## src/rtl/lppd_pkg.sv

```systemverilog
// ----------------------------------------------------------------------------
// lppd_pkg
// Shared types and constants of the length-prefixed packet deframer.
// ----------------------------------------------------------------------------
package lppd_pkg;

  localparam int unsigned HDR_CNT_W = 7;
  localparam int unsigned CMDQ_DEPTH = 2;

  localparam logic [4:0] HEADER_LENGTH_RESET = 5'd8;
  localparam logic [15:0] MAX_PACKET_LENGTH_RESET = 16'd29000;

  localparam logic CFG_HEADER_LENGTH = 1'b0;
  localparam logic CFG_MAX_PACKET_LENGTH = 1'b1;

  localparam logic ACT_BYTE = 1'b0;
  localparam logic ACT_CLOSE = 1'b1;

  localparam logic [1:0] STATUS_PKT = 2'd0;
  localparam logic [1:0] STATUS_BAD = 2'd1;
  localparam logic [1:0] STATUS_ABORT = 2'd2;

  typedef enum logic [1:0] {
    CMD_BYTE   = 2'd0,
    CMD_BAD    = 2'd1,
    CMD_ABORT  = 2'd2,
    CMD_REPLAY = 2'd3
  } cmd_kind_e;

  typedef struct packed {
    cmd_kind_e              kind;
    logic [7:0]             data;
    logic                   lastp;
    logic [HDR_CNT_W-1:0]   cnt;
    logic                   only;
  } cmd_t;

endpackage

```

## src/rtl/lppd_ram.sv

```systemverilog
// ----------------------------------------------------------------------------
// lppd_ram
// Generic single-write, single-read RAM with a registered read port.
// ----------------------------------------------------------------------------
module lppd_ram #(
  parameter int unsigned WIDTH = 8,
  parameter int unsigned DEPTH = 16
) (
  input  logic                     clk_i,
  input  logic                     wr_en_i,
  input  logic [$clog2(DEPTH)-1:0] wr_addr_i,
  input  logic [WIDTH-1:0]         wr_data_i,
  input  logic                     rd_en_i,
  input  logic [$clog2(DEPTH)-1:0] rd_addr_i,
  output logic [WIDTH-1:0]         rd_data_o
);

  logic [WIDTH-1:0] mem_q [DEPTH];
  logic [WIDTH-1:0] rd_data_q;

  always_ff @(posedge clk_i) begin
    if (wr_en_i) begin
      mem_q[wr_addr_i] <= wr_data_i;
    end
    if (rd_en_i) begin
      rd_data_q <= mem_q[rd_addr_i];
    end
  end

  assign rd_data_o = rd_data_q;

endmodule

```

## src/rtl/lppd_cmd_fifo.sv

```systemverilog
// ----------------------------------------------------------------------------
// lppd_cmd_fifo
// Short command queue between the front end and the back end.
// ----------------------------------------------------------------------------
module lppd_cmd_fifo (
  input  logic          clk_i,
  input  logic          rst_ni,
  input  logic          push_i,
  input  lppd_pkg::cmd_t push_cmd_i,
  output logic          full_o,
  input  logic          pop_i,
  output lppd_pkg::cmd_t pop_cmd_o,
  output logic          empty_o
);
  import lppd_pkg::*;

  localparam int unsigned PW = (CMDQ_DEPTH > 1) ? $clog2(CMDQ_DEPTH) : 1;
  localparam int unsigned CW = $clog2(CMDQ_DEPTH + 1);

  cmd_t          entry_q [CMDQ_DEPTH];
  logic [PW-1:0] wr_ptr_q, wr_ptr_d;
  logic [PW-1:0] rd_ptr_q, rd_ptr_d;
  logic [CW-1:0] cnt_q, cnt_d;
  logic          do_push, do_pop;

  assign full_o    = (cnt_q == CW'(CMDQ_DEPTH));
  assign empty_o   = (cnt_q == '0);
  assign do_push   = push_i && !full_o;
  assign do_pop    = pop_i && !empty_o;
  assign pop_cmd_o = entry_q[rd_ptr_q];

  always_comb begin
    wr_ptr_d = wr_ptr_q;
    rd_ptr_d = rd_ptr_q;
    cnt_d    = cnt_q;
    if (do_push) begin
      wr_ptr_d = (wr_ptr_q == PW'(CMDQ_DEPTH - 1)) ? '0 : wr_ptr_q + 1'b1;
    end
    if (do_pop) begin
      rd_ptr_d = (rd_ptr_q == PW'(CMDQ_DEPTH - 1)) ? '0 : rd_ptr_q + 1'b1;
    end
    if (do_push && !do_pop) begin
      cnt_d = cnt_q + 1'b1;
    end else if (do_pop && !do_push) begin
      cnt_d = cnt_q - 1'b1;
    end
  end

  always_ff @(posedge clk_i or negedge rst_ni) begin
    if (!rst_ni) begin
      wr_ptr_q <= '0;
      rd_ptr_q <= '0;
      cnt_q    <= '0;
    end else begin
      wr_ptr_q <= wr_ptr_d;
      rd_ptr_q <= rd_ptr_d;
      cnt_q    <= cnt_d;
    end
  end

  always_ff @(posedge clk_i) begin
    if (do_push) begin
      entry_q[wr_ptr_q] <= push_cmd_i;
    end
  end

endmodule

```

## src/rtl/lppd_front.sv

```systemverilog
// ----------------------------------------------------------------------------
// lppd_front
// Accepts input transactions, collects the header, checks its length field
// and issues commands to the back end.
// ----------------------------------------------------------------------------
module lppd_front #(
  parameter int unsigned HEADER_MAX  = 16,
  parameter int unsigned LENGTH_BITS = 16
) (
  input  logic                          clk_i,
  input  logic                          rst_ni,
  input  logic                          cfg_valid_i,
  input  logic                          cfg_index_i,
  input  logic [15:0]                   cfg_data_i,
  input  logic                          in_valid_i,
  output logic                          in_ready_o,
  input  logic                          action_i,
  input  logic [7:0]                    data_byte_i,
  output logic                          hdr_wr_en_o,
  output logic [$clog2(HEADER_MAX)-1:0] hdr_wr_addr_o,
  output logic [7:0]                    hdr_wr_data_o,
  output logic                          cmd_push_o,
  output lppd_pkg::cmd_t                cmd_o,
  input  logic                          cmd_full_i,
  input  logic                          replay_done_i
);
  import lppd_pkg::*;

  localparam int unsigned AW        = $clog2(HEADER_MAX);
  localparam int unsigned LEN_BYTES = (LENGTH_BITS + 7) / 8;
  localparam int unsigned HL_LO     = (LEN_BYTES < 2) ? 2 : LEN_BYTES;
  localparam int unsigned LW        = (LENGTH_BITS > 16) ? LENGTH_BITS : 16;

  logic [4:0]             header_length_q;
  logic [15:0]            max_len_q;
  logic                   phase_q, phase_d;
  logic [HDR_CNT_W-1:0]   count_q, count_d;
  logic [LENGTH_BITS-1:0] len_q, len_d;
  logic [15:0]            left_q, left_d;
  logic                   busy_q, busy_d;

  logic [HDR_CNT_W-1:0]   hl_raw, hl;
  logic [HDR_CNT_W-1:0]   count_inc;
  logic [LW-1:0]          len_ext, hl_ext, max_ext, diff;
  logic                   accept;

  assign accept     = in_valid_i && in_ready_o;
  assign in_ready_o = !cmd_full_i && !(busy_q && !phase_q);

  always_comb begin
    hl_raw = HDR_CNT_W'(header_length_q);
    if (hl_raw < HDR_CNT_W'(HL_LO)) begin
      hl = HDR_CNT_W'(HL_LO);
    end else if (hl_raw > HDR_CNT_W'(HEADER_MAX)) begin
      hl = HDR_CNT_W'(HEADER_MAX);
    end else begin
      hl = hl_raw;
    end
  end

  assign count_inc     = count_q + 1'b1;
  assign hdr_wr_en_o   = accept && (action_i == ACT_BYTE) && !phase_q;
  assign hdr_wr_addr_o = count_q[AW-1:0];
  assign hdr_wr_data_o = data_byte_i;

  assign len_d   = (count_q < HDR_CNT_W'(LEN_BYTES)) ?
                   LENGTH_BITS'({len_q, data_byte_i}) : len_q;
  assign len_ext = LW'(len_d);
  assign hl_ext  = LW'(hl);
  assign max_ext = LW'(max_len_q);
  assign diff    = len_ext - hl_ext;

  always_comb begin
    phase_d    = phase_q;
    count_d    = count_q;
    left_d     = left_q;
    busy_d     = busy_q;
    cmd_push_o = 1'b0;
    cmd_o      = '{kind: CMD_BYTE, data: data_byte_i, lastp: 1'b0, cnt: hl,
                   only: 1'b0};
    if (replay_done_i) begin
      busy_d = 1'b0;
    end
    if (accept) begin
      if (action_i == ACT_CLOSE) begin
        if (phase_q || (count_q != '0)) begin
          cmd_push_o = 1'b1;
          cmd_o.kind = CMD_ABORT;
        end
        phase_d = 1'b0;
        count_d = '0;
      end else if (phase_q) begin
        cmd_push_o  = 1'b1;
        cmd_o.kind  = CMD_BYTE;
        cmd_o.lastp = (left_q <= 16'd1);
        if (left_q <= 16'd1) begin
          phase_d = 1'b0;
          count_d = '0;
        end else begin
          left_d = left_q - 16'd1;
        end
      end else if (count_inc >= hl) begin
        cmd_push_o = 1'b1;
        count_d    = '0;
        if ((len_ext < hl_ext) || (len_ext > max_ext)) begin
          cmd_o.kind = CMD_BAD;
        end else begin
          cmd_o.kind = CMD_REPLAY;
          cmd_o.only = (len_ext == hl_ext);
          busy_d     = 1'b1;
          phase_d    = (len_ext != hl_ext);
          left_d     = diff[15:0];
        end
      end else begin
        count_d = count_inc;
      end
    end
  end

  always_ff @(posedge clk_i or negedge rst_ni) begin
    if (!rst_ni) begin
      header_length_q <= HEADER_LENGTH_RESET;
      max_len_q       <= MAX_PACKET_LENGTH_RESET;
      phase_q         <= 1'b0;
      count_q         <= '0;
      left_q          <= '0;
      busy_q          <= 1'b0;
    end else begin
      if (cfg_valid_i) begin
        if (cfg_index_i == CFG_HEADER_LENGTH) begin
          header_length_q <= cfg_data_i[4:0];
        end else begin
          max_len_q <= cfg_data_i;
        end
      end
      phase_q <= phase_d;
      count_q <= count_d;
      left_q  <= left_d;
      busy_q  <= busy_d;
    end
  end

  always_ff @(posedge clk_i) begin
    if (hdr_wr_en_o) begin
      len_q <= len_d;
    end
  end

endmodule

```

## src/rtl/lppd_back.sv

```systemverilog
// ----------------------------------------------------------------------------
// lppd_back
// Executes queued commands: reports, body bytes and header replays from the
// header store, into the output register.
// ----------------------------------------------------------------------------
module lppd_back #(
  parameter int unsigned HEADER_MAX = 16
) (
  input  logic                          clk_i,
  input  logic                          rst_ni,
  input  logic                          cmd_valid_i,
  input  lppd_pkg::cmd_t                cmd_i,
  output logic                          cmd_pop_o,
  output logic                          hdr_rd_en_o,
  output logic [$clog2(HEADER_MAX)-1:0] hdr_rd_addr_o,
  input  logic [7:0]                    hdr_rd_data_i,
  output logic                          replay_done_o,
  output logic                          out_valid_o,
  input  logic                          out_ready_i,
  output logic [7:0]                    out_byte_o,
  output logic                          first_of_packet_o,
  output logic                          last_of_packet_o,
  output logic [1:0]                    status_o,
  output logic                          last_o
);
  import lppd_pkg::*;

  localparam int unsigned AW = $clog2(HEADER_MAX);

  typedef enum logic [2:0] {
    ST_IDLE = 3'b001,
    ST_READ = 3'b010,
    ST_EMIT = 3'b100
  } state_e;

  state_e               state_q, state_d;
  logic [HDR_CNT_W-1:0] idx_q, idx_d;
  logic [HDR_CNT_W-1:0] cnt_q, cnt_d;
  logic                 only_q, only_d;
  logic                 valid_q, valid_d;
  logic [7:0]           byte_q, byte_d;
  logic                 first_q, first_d;
  logic                 lastp_q, lastp_d;
  logic [1:0]           status_q, status_d;
  logic                 last_q, last_d;
  logic                 load;
  logic                 out_free;
  logic                 fin;

  assign out_free      = !valid_q || out_ready_i;
  assign fin           = ((idx_q + 1'b1) == cnt_q);
  assign hdr_rd_addr_o = idx_q[AW-1:0];

  always_comb begin
    state_d       = state_q;
    idx_d         = idx_q;
    cnt_d         = cnt_q;
    only_d        = only_q;
    valid_d       = valid_q && !out_ready_i;
    load          = 1'b0;
    byte_d        = 8'd0;
    first_d       = 1'b0;
    lastp_d       = 1'b0;
    status_d      = STATUS_PKT;
    last_d        = 1'b1;
    cmd_pop_o     = 1'b0;
    hdr_rd_en_o   = 1'b0;
    replay_done_o = 1'b0;
    case (state_q)
      ST_IDLE: begin
        if (cmd_valid_i && out_free) begin
          cmd_pop_o = 1'b1;
          case (cmd_i.kind)
            CMD_REPLAY: begin
              idx_d   = '0;
              cnt_d   = cmd_i.cnt;
              only_d  = cmd_i.only;
              state_d = ST_READ;
            end
            CMD_BYTE: begin
              load    = 1'b1;
              byte_d  = cmd_i.data;
              lastp_d = cmd_i.lastp;
            end
            CMD_BAD: begin
              load     = 1'b1;
              status_d = STATUS_BAD;
            end
            default: begin
              load     = 1'b1;
              status_d = STATUS_ABORT;
            end
          endcase
        end
      end
      ST_READ: begin
        hdr_rd_en_o = 1'b1;
        state_d     = ST_EMIT;
      end
      ST_EMIT: begin
        if (out_free) begin
          load    = 1'b1;
          byte_d  = hdr_rd_data_i;
          first_d = (idx_q == '0);
          lastp_d = only_q && fin;
          last_d  = fin;
          if (fin) begin
            replay_done_o = 1'b1;
            state_d       = ST_IDLE;
          end else begin
            idx_d   = idx_q + 1'b1;
            state_d = ST_READ;
          end
        end
      end
      default: begin
        state_d = ST_IDLE;
      end
    endcase
    if (load) begin
      valid_d = 1'b1;
    end
  end

  always_ff @(posedge clk_i or negedge rst_ni) begin
    if (!rst_ni) begin
      state_q <= ST_IDLE;
      valid_q <= 1'b0;
      idx_q   <= '0;
      cnt_q   <= '0;
      only_q  <= 1'b0;
    end else begin
      state_q <= state_d;
      valid_q <= valid_d;
      idx_q   <= idx_d;
      cnt_q   <= cnt_d;
      only_q  <= only_d;
    end
  end

  always_ff @(posedge clk_i) begin
    if (load) begin
      byte_q   <= byte_d;
      first_q  <= first_d;
      lastp_q  <= lastp_d;
      status_q <= status_d;
      last_q   <= last_d;
    end
  end

  assign out_valid_o       = valid_q;
  assign out_byte_o        = byte_q;
  assign first_of_packet_o = first_q;
  assign last_of_packet_o  = lastp_q;
  assign status_o          = status_q;
  assign last_o            = last_q;

endmodule

```

## src/rtl/length_prefixed_packet_deframer_core.sv

```systemverilog
// ----------------------------------------------------------------------------
// length_prefixed_packet_deframer_core
// Rebuilds length-prefixed packets from a received byte stream.
// ----------------------------------------------------------------------------
// Each input transaction carries one received byte (action 0) or a close
// event (action 1). The header is collected into a small RAM; once complete,
// its leading length field is checked against the header size and the
// configured maximum. A good header is replayed byte by byte with first and
// last packet marks, then each body byte passes through. A bad header gives
// one status 1 result; a close while mid-packet gives one status 2 result.
// The last output marks the final result caused by one input transaction.
// A body byte or a report is queued as a command and then loaded into the
// output register. A header replay is queued by the transaction that
// completes the header and steps through ST_READ and ST_EMIT for each header
// byte, set by the registered read of the header RAM. While a replay is
// pending, a new header byte or a close event
// outside the body waits, since the header RAM is still being read; body
// bytes and close events inside the body queue behind it.
// A stalled receiver holds the output register, then fills the command
// queue, and then deasserts in_ready_o. Reset clears all control state and
// loads the register reset values; there is no clearing pass.
// Configuration writes are accepted in every cycle.
// ----------------------------------------------------------------------------
module length_prefixed_packet_deframer_core #(
  parameter int unsigned HEADER_MAX  = 16,
  parameter int unsigned LENGTH_BITS = 16
) (
  input  logic        clk_i,
  input  logic        rst_ni,
  input  logic        cfg_valid_i,
  output logic        cfg_ready_o,
  input  logic        cfg_index_i,
  input  logic [15:0] cfg_data_i,
  input  logic        in_valid_i,
  output logic        in_ready_o,
  input  logic        action_i,
  input  logic [7:0]  data_byte_i,
  output logic        out_valid_o,
  input  logic        out_ready_i,
  output logic [7:0]  out_byte_o,
  output logic        first_of_packet_o,
  output logic        last_of_packet_o,
  output logic [1:0]  status_o,
  output logic        last_o
);
  import lppd_pkg::*;

  localparam int unsigned AW = $clog2(HEADER_MAX);

  logic          hdr_wr_en;
  logic [AW-1:0] hdr_wr_addr;
  logic [7:0]    hdr_wr_data;
  logic          hdr_rd_en;
  logic [AW-1:0] hdr_rd_addr;
  logic [7:0]    hdr_rd_data;
  logic          cmd_push, cmd_full, cmd_pop, cmd_empty;
  cmd_t          cmd_in, cmd_out;
  logic          replay_done;

  assign cfg_ready_o = 1'b1;

  lppd_front #(
    .HEADER_MAX  (HEADER_MAX),
    .LENGTH_BITS (LENGTH_BITS)
  ) u_front (
    .clk_i         (clk_i),
    .rst_ni        (rst_ni),
    .cfg_valid_i   (cfg_valid_i),
    .cfg_index_i   (cfg_index_i),
    .cfg_data_i    (cfg_data_i),
    .in_valid_i    (in_valid_i),
    .in_ready_o    (in_ready_o),
    .action_i      (action_i),
    .data_byte_i   (data_byte_i),
    .hdr_wr_en_o   (hdr_wr_en),
    .hdr_wr_addr_o (hdr_wr_addr),
    .hdr_wr_data_o (hdr_wr_data),
    .cmd_push_o    (cmd_push),
    .cmd_o         (cmd_in),
    .cmd_full_i    (cmd_full),
    .replay_done_i (replay_done)
  );

  lppd_ram #(
    .WIDTH (8),
    .DEPTH (HEADER_MAX)
  ) u_hdr_ram (
    .clk_i     (clk_i),
    .wr_en_i   (hdr_wr_en),
    .wr_addr_i (hdr_wr_addr),
    .wr_data_i (hdr_wr_data),
    .rd_en_i   (hdr_rd_en),
    .rd_addr_i (hdr_rd_addr),
    .rd_data_o (hdr_rd_data)
  );

  lppd_cmd_fifo u_cmd_fifo (
    .clk_i      (clk_i),
    .rst_ni     (rst_ni),
    .push_i     (cmd_push),
    .push_cmd_i (cmd_in),
    .full_o     (cmd_full),
    .pop_i      (cmd_pop),
    .pop_cmd_o  (cmd_out),
    .empty_o    (cmd_empty)
  );

  lppd_back #(
    .HEADER_MAX (HEADER_MAX)
  ) u_back (
    .clk_i             (clk_i),
    .rst_ni            (rst_ni),
    .cmd_valid_i       (!cmd_empty),
    .cmd_i             (cmd_out),
    .cmd_pop_o         (cmd_pop),
    .hdr_rd_en_o       (hdr_rd_en),
    .hdr_rd_addr_o     (hdr_rd_addr),
    .hdr_rd_data_i     (hdr_rd_data),
    .replay_done_o     (replay_done),
    .out_valid_o       (out_valid_o),
    .out_ready_i       (out_ready_i),
    .out_byte_o        (out_byte_o),
    .first_of_packet_o (first_of_packet_o),
    .last_of_packet_o  (last_of_packet_o),
    .status_o          (status_o),
    .last_o            (last_o)
  );

  a_push_not_full: assert property (@(posedge clk_i) disable iff (!rst_ni)
    cmd_push |-> !cmd_full)
    else $error("Command pushed into a full queue.");

  a_pop_not_empty: assert property (@(posedge clk_i) disable iff (!rst_ni)
    cmd_pop |-> !cmd_empty)
    else $error("Command popped from an empty queue.");

  a_first_is_packet_byte: assert property (@(posedge clk_i) disable iff (!rst_ni)
    (out_valid_o && first_of_packet_o) |-> (status_o == STATUS_PKT))
    else $error("First-of-packet mark on a report.");

  a_report_clean: assert property (@(posedge clk_i) disable iff (!rst_ni)
    (out_valid_o && (status_o != STATUS_PKT)) |->
      ((out_byte_o == 8'd0) && !last_of_packet_o && last_o))
    else $error("Report carries packet data or is not the last result.");

endmodule

```

## config.mk

```make
export PLATFORM = sky130hd
export DESIGN_NAME = length_prefixed_packet_deframer_core
export DESIGN_NICKNAME = d
export VERILOG_FILES = /design/src/rtl/lppd_pkg.sv /design/src/rtl/lppd_ram.sv /design/src/rtl/lppd_cmd_fifo.sv /design/src/rtl/lppd_front.sv /design/src/rtl/lppd_back.sv /design/src/rtl/length_prefixed_packet_deframer_core.sv
export SDC_FILE = /design/constraint.sdc
export NUM_CORES = 1
export LEC_CHECK = 0
export BUFFER_PORTS_ARGS = -buffer_cell sky130_fd_sc_hd__buf_4
export CELL_PAD_IN_SITES_DETAIL_PLACEMENT = 2
export CELL_PAD_IN_SITES_GLOBAL_PLACEMENT = 2
export CORE_MARGIN = 1
export CORE_UTILIZATION = 49
export CTS_CLUSTER_DIAMETER = 100
export DETAILED_ROUTE_END_ITERATION = 8
export GPL_TIMING_DRIVEN = 0
export PLACE_DENSITY = 0.91
export SKIP_LAST_GASP = 1
export SLEW_MARGIN = 20
export SYNTH_ARGS = -nofsm -noshare
export SYNTH_HDL_FRONTEND = slang
export SYNTH_SLANG_ARGS = --single-unit
```

## constraint.sdc

```tcl
create_clock -name clk_i -period 6.6 [get_ports clk_i]
set_input_delay 0.99 -clock clk_i [delete_from_list [all_inputs] [get_ports clk_i]]
set_output_delay 0.99 -clock clk_i [all_outputs]
set_load 0.02 [all_outputs]
```

==> metrics.yaml, run 1 <==
gp_congestion: 0.7759
crit_chain: "nor2_2, nand2_2, buf_2, buf_2, mux2_2, inv_1, ha_1, inv_1, fa_1, a21o_1, a21o_1, a21oi_1, nor3b_4, nor4_4, nor2_1, a221o_1"
antenna_found_initial: 0
cp_num_buf_inv: 4
rsz0062_at_grt: "false"
cts_buffers: 29
synthArstFlopShare: 0.2519
synth_nets: 923
path_delay_family: "simple AND/OR/NAND/NOR gates"
grt_first_pass_wirelength_um: 64160
min_to: "u_front.header_length_q[0]$_DFFE_PN0P_"
crit_required_ns: 7.10
post_dp_cell_area_um2: 13020
maxSlewViolCount: 0
clk_latency_ns: 0.57
synth_edf_count: 199
fin_util: 0.5690
synth_flop_cell: "edfxtp_1"
clk_pin_slew_worst_paths_ns: 0.06
rr_worst_depth: 16
syn_inst: 856
initial_core_util: 0.5018
ys_seq_area_frac: 0.6243
start_kind: "flop"
setup_tns_ns: 0
min_period_ns: 5.214
cp.arrival_ns: 5.71
cts.htree.levels: 1
worst_slew_pin_slew_ns: 1.085
n_antenna_cell: 0
status: "finished clean"
route.detailed.wl_per_inst_um: 33.73
netlist_area_um2: 12270
r2r_slack_ns: 1.39
die_h_um: 160.3
critPathMaxFanout: 10
drc: 0
routed_wl_um: 43110
max_freq_mhz: 191.8
syn_area_per_cell_um2: 14.34
slew_headroom: 0.2694
first_pass_iters: 5
dpl.hpwl_um: 27230
skew_ns: 0.02197
die_area_um2: 25690
critical-path-max-stage-delay_ns: 0.67
fin_nets: 998
ant_nets: 0
drt_iter0_markers: 754
cts_root_buf: "clkbuf_16"
track_usage: 0.3463
r2r-end: "u_front.left_q[4]$_DFFE_PN0P_"
yosys_warnings: 0
synth.distinct_cells: 79
crit_type: "flop to flop"
area_delta_synth_final_pct: 13.40
fp-row-count: 57
hp-class: "flop to flop"
via_per_inst: 6.605
cp-end-kind: "flop"
p_leak_nw: 5.058
crit_path_top_delay_cell: "a21oi_1"
min_path_cells: 1
post_cts_buffers: 0
grt_remaining_overflow: 0
drive_gt1_frac: 0.2117
cts.sinks: 266
finalNonFillerCells: 1278
dieWidth_um: 160.3
cts_hold_buf: 0
irDropWorstVdd_uv: 226.0
vias: 8441
io_buffers: 44
dp.cells: 1224
ios: 47
cts_tree: "done"
powerDensity_nw_per_um2: 389.1
clock_path_buffers: 3
setup_viol: 0
worstHoldStart: "u_front.header_length_q[0]$_DFFE_PN0P_"
coreArea_um2: 24460
ys_seq_elements: 266
final_area_um2: 13920
cts_resized: 0
timing.rr.start: "u_front.count_q[3]$_DFFE_PN0P_"
grt_pass1_vias: 9392
final-hold-violation-count: 0
grt_max_degree: 68
drv_cap: 0
post-route-period-util: 0.7899
cells in the mapped netlist (11+ instances only):
cell      instances  area (um2)
edfxtp_1        199        5976
dfrtp_1          59        1476
nand2_1          49       183.9
nor2_1           46       172.7
inv_1            41       153.9
o21ai_0          41       205.2
mux4_2           40       900.9
ha_1             35       437.9
mux2_2           34       382.9
mux2i_1          24       240.2
a21oi_1          20       100.1
nor3_1           20       100.1
clkbuf_1         19       71.32
nand3_1          16       80.08
xnor2_1          16       140.1
and2_1           14       87.58
xor2_1           13       113.9
and3_1           11       68.82
worst reg2reg max path, stage by stage, from the launching register on:
cell and delay (ns):
dfrtp_1 0.53, nor2_2 0.16, nand2_2 0.19, buf_2 0.30, buf_2 0.36, mux2_2 0.41, inv_1 0.13, ha_1 0.21
inv_1 0.06, fa_1 0.41, a21o_1 0.20, a21o_1 0.21, a21oi_1 0.67, nor3b_4 0.44, nor4_4 0.11, nor2_1 0.50
a221o_1 0.25
power breakdown:
part	internal, mW	total (mW)	switching [mW]
sequential	2.08	2.27	0.196
combinational	0.542	1.54	1.00
clock	0.894	1.60	0.705
total	3.51	5.42	1.90
layout make-up:
| cell class | count | area [um2] |
|---|---|---|
| Tap cell | 324 | 405.4 |
| Clock buffer | 43 | 818.3 |
| Clock inverter | 11 | 82.58 |
| Fill cell | 2151 | 10540 |
| Sequential cell | 266 | 7662 |
| Inverter | 42 | 157.7 |
| Multi-Input combinational cell | 511 | 4289 |
| Timing Repair Buffer | 44 | 330.3 |
| Buffer | 37 | 173.9 |
layout by cell type, fill, tap and decap left out, types with 5 or more instances in the layout:
cell,synthesis,routed
nand2b_1,10,10
clkbuf_16,0,29
nand4_1,8,8
inv_1,41,41
nor2b_1,6,5
nand2_1,49,49
or4_1,5,5
a211oi_1,7,7
mux4_2,40,40
mux2_2,34,34
ha_1,35,35
o31ai_1,8,8
nor3_1,20,20
and2_1,14,14
clkbuf_1,19,29
dfrtp_1,59,59
dfstp_2,8,8
xor2_1,13,13
edfxtp_1,199,199
a21oi_1,20,20
nor4_1,9,9
a21o_1,6,6
buf_2,10,10
clkinv_2,0,6
mux2i_1,24,24
o21ai_0,41,41
buf_4,2,46
nor2_1,46,46
and3_1,11,11
nand3_1,16,16
xnor2_1,16,16
metrics by stage:
step / power [mW] / worst slack (ns) / hold WS [ns]
final: 5.416 / 1.386 / 0.5138
after CTS: 5.407 / 1.489 / 0.5182
after detailed placement: 3.737 / 1.621 / 0.4807
after global placement: 3.539 / 1.880 / 0.4685
after floorplan: 3.145 / 2.643 / 0.4498
after global routing: 5.567 / 1.224 / 0.5318
flip-flops by register name, indices dropped and copies added, names as in the netlist:
register and flops:
u_hdr_ram.mem_q 128, u_cmd_fifo.entry_q 34, u_front.left_q 16, u_front.len_q 16, u_front.max_ext 16, u_back.out_byte_o 8
u_hdr_ram.rd_data_o 8, u_back.idx_q 7, u_front.count_q 7, u_back.cnt_q 5, u_front.header_length_q 5, u_back.state_q 3
u_back.status_o 2, u_cmd_fifo.cnt_q 2, u_back.first_of_packet_o 1, u_back.last_o 1, u_back.last_of_packet_o 1, u_back.only_q 1
u_back.out_valid_o 1, u_cmd_fifo.rd_ptr_q 1, u_cmd_fifo.wr_ptr_q 1, u_front.busy_q 1, u_front.phase_q 1
how the worst max path moves through the flow:
stage	startpoint	to	cells past startpoint
after floorplan	u_front.count_q[4]$_DFFE_PN0P_	u_front.left_q[15]$_DFFE_PN0P_	18
after detailed placement	u_front.count_q[2]$_DFFE_PN0P_	u_front.left_q[4]$_DFFE_PN0P_	17
after global placement	u_front.count_q[2]$_DFFE_PN0P_	u_front.left_q[4]$_DFFE_PN0P_	17
final	u_front.count_q[3]$_DFFE_PN0P_	u_front.left_q[4]$_DFFE_PN0P_	16
after CTS	u_front.count_q[3]$_DFFE_PN0P_	u_front.left_q[4]$_DFFE_PN0P_	16
after global routing	u_front.count_q[2]$_DFFE_PN0P_	u_front.left_q[4]$_DFFE_PN0P_	17
logic make-up after synthesis:
family / count (synthesis) / share of synthesized area
mux: 99 / 0.1253
flops: 266 / 0.6243
buf+inv: 79 / 0.02701
xor+xnor: 29 / 0.02069
compound gates: 127 / 0.07085
fa+ha+maj: 36 / 0.03731
simple gates: 219 / 0.09429
other cells: 1 / 0.0003055
layer usage:
metal,track usage,vias up,share of wire
li1,-,3420,-
met1,0.4120,4456,0.37
met2,0.6123,419,0.52
met3,0.04519,146,0.049
met4,0.1840,0,0.058
met5,0,-,0
Power figures use the tool's default switching activity.
==> inputs of run 2 (changes only) <==
--- a/config.mk
+++ b/config.mk
@@ -5,15 +5,16 @@
 export SDC_FILE = /design/constraint.sdc
 export NUM_CORES = 1
 export LEC_CHECK = 0
+export ABC_AREA = 1
 export BUFFER_PORTS_ARGS = -buffer_cell sky130_fd_sc_hd__buf_4
 export CELL_PAD_IN_SITES_DETAIL_PLACEMENT = 2
 export CELL_PAD_IN_SITES_GLOBAL_PLACEMENT = 2
 export CORE_MARGIN = 1
-export CORE_UTILIZATION = 49
+export CORE_UTILIZATION = 41
 export CTS_CLUSTER_DIAMETER = 100
 export DETAILED_ROUTE_END_ITERATION = 8
 export GPL_TIMING_DRIVEN = 0
-export PLACE_DENSITY = 0.91
+export PLACE_DENSITY = 0.86
 export SKIP_LAST_GASP = 1
 export SLEW_MARGIN = 20
 export SYNTH_ARGS = -nofsm -noshare
==> constraint.sdc (replaced) <==
create_clock -name clk_i -period 5.25 [get_ports clk_i]
set_input_delay 0.7875 -clock clk_i [delete_from_list [all_inputs] [get_ports clk_i]]
set_output_delay 0.7875 -clock clk_i [all_outputs]
set_load 0.02 [all_outputs]
==> run 2 against run 1 <==
  * Flip-flop and latch count did not move
  * Non-clock buffer count is 15 higher
  * Largest power group unchanged
  * Clock skew up 0.0090 ns
  * Clock power grew 32%
  * Combinational power grew 61%
  * Core utilization is 8.5 points lower
  * Critical path type unchanged
  * Power is 37% higher
  * First-iteration DRC count decreased by 15%
==> metrics.yaml, run 2 <==
status: "finished clean"
crit_chain: "buf_6, nor2_4, nand3_4, buf_8, clkbuf_1, nand2_1, o21ai_0, inv_1, ha_1, inv_1, fa_1, nand3_1, nand3_1, a21oi_1, nand2_1, nor2_8, nand3_2, nand3_4, buf_4, nor2_1"
synth.distinct_cells: 49
coreArea_um2: 29950
synth_commonest_cells: "nand2_1, edfxtp_1, nor2_1"
grt_max_degree: 68
via_per_inst: 5.743
vias: 9998
synth_flop_cell: "edfxtp_1"
synth_edf_count: 199
drive_gt1_frac: 0.1192
top_register: "u_hdr_ram.mem_q"
setup_tns_ns: 0
power_mw: 7.422
cp.arrival_ns: 4.68
io_buffers: 45
dp.cells: 1686
synthArstFlopShare: 0.2519
multi_input_area_um2: 4250
rsz0062_at_grt: "false"
synth_nets: 1314
antenna_found_initial: 1
dpl.hpwl_um: 30290
fin_nets: 1395
cts_resized: 0
max_freq_mhz: 228.4
ys_seq_elements: 266
grt_pass1_vias: 11040
p_sw_mw: 2.845
clk_pin_slew_worst_paths_ns: 0.06
netlist_area_um2: 12630
dieWidth_um: 177.5
cts_root_buf: "clkbuf_16"
route.detailed.wl_per_inst_um: 25.44
fillCellCount: 3207
grt_remaining_overflow: 0
gp_congestion: 0.8153
p_int_mw: 4.577
reg.largest.list: "u_hdr_ram.mem_q (128), u_cmd_fifo.entry_q (34)"
busiest_layer: "met2"
die_h_um: 177.5
cts.sinks: 266
seq_area_um2: 7662
track_usage: 0.2895
routed_wl_um: 44290
powerDensity_nw_per_um2: 511.9
synth_largest_area_cell: "edfxtp_1"
synth_top_area_frac: 0.4732
yosys_warnings: 0
drc: 0
ys_seq_area_frac: 0.6068
final-hold-violation-count: 0
cts_buffers: 30
crit_required_ns: 5.56
cp_num_buf_inv: 6
largest_reg_flops: 128
n_antenna_cell: 0
first_pass_iters: 5
grt_first_pass_wirelength_um: 67970
cts_tree: "done"
post-route-period-util: 0.8339
min_period_ns: 4.378
slew_headroom: 0.2992
synth.top_cells.by_area: "edfxtp_1, dfrtp_1, nand2_1"
cp-end-kind: "flop"
critPathMaxFanout: 10
skew_ns: 0.03096
grt_use_met1: 0.3432
initial_core_util: 0.4216
met3_usage: 0.03342
layout_common_cells: "nand2_1, edfxtp_1, nor2_1, inv_1, o21ai_0"
clkPwrFrac: 0.286
ios: 47
syn_inst: 1247
hp-class: "input port to asynchronous set/reset pin"
p_leak_nw: 5.873
clk_latency_ns: 0.59
drt_iter0_markers: 640
p_sw_frac: 0.3834
clock_path_buffers: 3
cts.htree.levels: 1
drv_cap: 0
start_kind: "flop"
critical-path-max-stage-delay_ns: 0.41
path_delay_family: "simple AND/OR/NAND/NOR gates"
ant_nets: 0
power_frac_comb: 0.334
fp-row-count: 63
post_cts_buffers: 0
p_seq_frac: 0.380
crit_type: "flop to flop"
final_area_um2: 14500
crit_path_top_delay_cell: "fa_1"
yosysMostFrequentCell: "nand2_1"
setup_viol: 0
final_common_cell: "nand2_1"
die_area_um2: 31500
area_delta_synth_final_pct: 14.81
finalNonFillerCells: 1741
use_met2: 0.5366
worst_slew_pin_slew_ns: 1.047
post_dp_cell_area_um2: 13520
irDropWorstVdd_uv: 283.8
maxSlewViolCount: 0
syn_area_per_cell_um2: 10.13
cts_hold_buf: 0
[run 2: cell count changes in the layout (fill, tap and decap cells not counted), moves of 11 or more]
cell / before / now
nand2_2: 1 / 17
mux2_2: 34 / 0
inv_1: 41 / 129
a21oi_1: 20 / 36
o21ai_0: 41 / 114
mux4_2: 40 / 0
nor2_1: 46 / 152
nand4_1: 8 / 27
o22ai_1: 2 / 22
o221ai_1: 1 / 12
and2_1: 14 / 1
nand3_1: 16 / 66
mux2i_1: 24 / 8
nand2_1: 49 / 220
[run 2: cell families (layout without fill, tap and decap cells)]
kind of cell               after synthesis  in the layout  share of synthesized area
and+or+nand+nor                        529            529                     0.1854
buffers and inverters                  178            282                    0.05876
AOI/OAI and AO/OA                      211            211                    0.09364
muxes                                    8              8                   0.006342
adders and majority gates               36             36                    0.03627
DFF                                    266            266                     0.6068
xor gates and xnor gates                18             18                    0.01249
other                                    1              1                  0.0002970
[run 2: metal layers]
metal  vias to the layer above  part of all wire  routed length [um]
met3                        94             0.052                2318
met4                         0             0.031                1382
met5                         -                 0                   0
li1                       4432                 -                   -
met1                      5129              0.39               17210
met2                       343              0.53               23380
[run 2: power by group through the flow]
stage	combinational [mW]	clock, mW	sequential [mW]
6_report	2.48	2.12	2.82
5_1_grt	2.72	2.20	2.85
4_1_cts	2.49	2.15	2.82
3_5_place_dp	2.41	0	2.85
3_3_place_gp	2.22	0	2.82
2_1_floorplan	1.49	0	2.84
[run 2: stage by stage]
stage	utilization	setup slack (ns)	hold slack (ns)
detailed placement	0.4514	1.146	0.4769
global placement	0.4491	0.5545	0.4573
finish	0.4840	0.8721	0.3535
CTS	0.4840	0.9169	0.4056
global route	0.4840	0.7210	0.4204
floorplan	-	2.027	0.4422
[run 2: path summary, 6_finish.rpt]
kind                                                  from                                 end  slack (ns)  depth (start not counted)
hold / removal                                      rst_ni         u_back.idx_q[5]$_DFFE_PN0P_        0.35                          1
max in group asynchronous                           rst_ni       u_front.left_q[9]$_DFFE_PN0P_        4.20                          1
setup / recovery            u_front.count_q[4]$_DFFE_PN0P_  u_cmd_fifo.entry_q[0][0]$_DFFE_PP_        0.87                         20
min in group clk_i                           cfg_data_i[8]      u_front.max_ext[8]$_DFFE_PN1P_        0.44                          3
hold reg to reg            u_front.max_ext[13]$_DFFE_PN1P_     u_front.max_ext[13]$_DFFE_PN1P_        0.48                          2
setup reg to reg            u_front.count_q[4]$_DFFE_PN0P_  u_cmd_fifo.entry_q[0][0]$_DFFE_PP_        0.87                         20
[run 2: area by class of cell]
type / instances / share of cell area
flip-flops and latches: 266 / 0.5285
multi-input cells: 803 / 0.2932
clock buffers: 40 / 0.05506
inverters: 131 / 0.03392
well taps: 390 / 0.03366
repair buffers: 49 / 0.02615
plain buffers: 47 / 0.01726
clock inverters: 15 / 0.01226
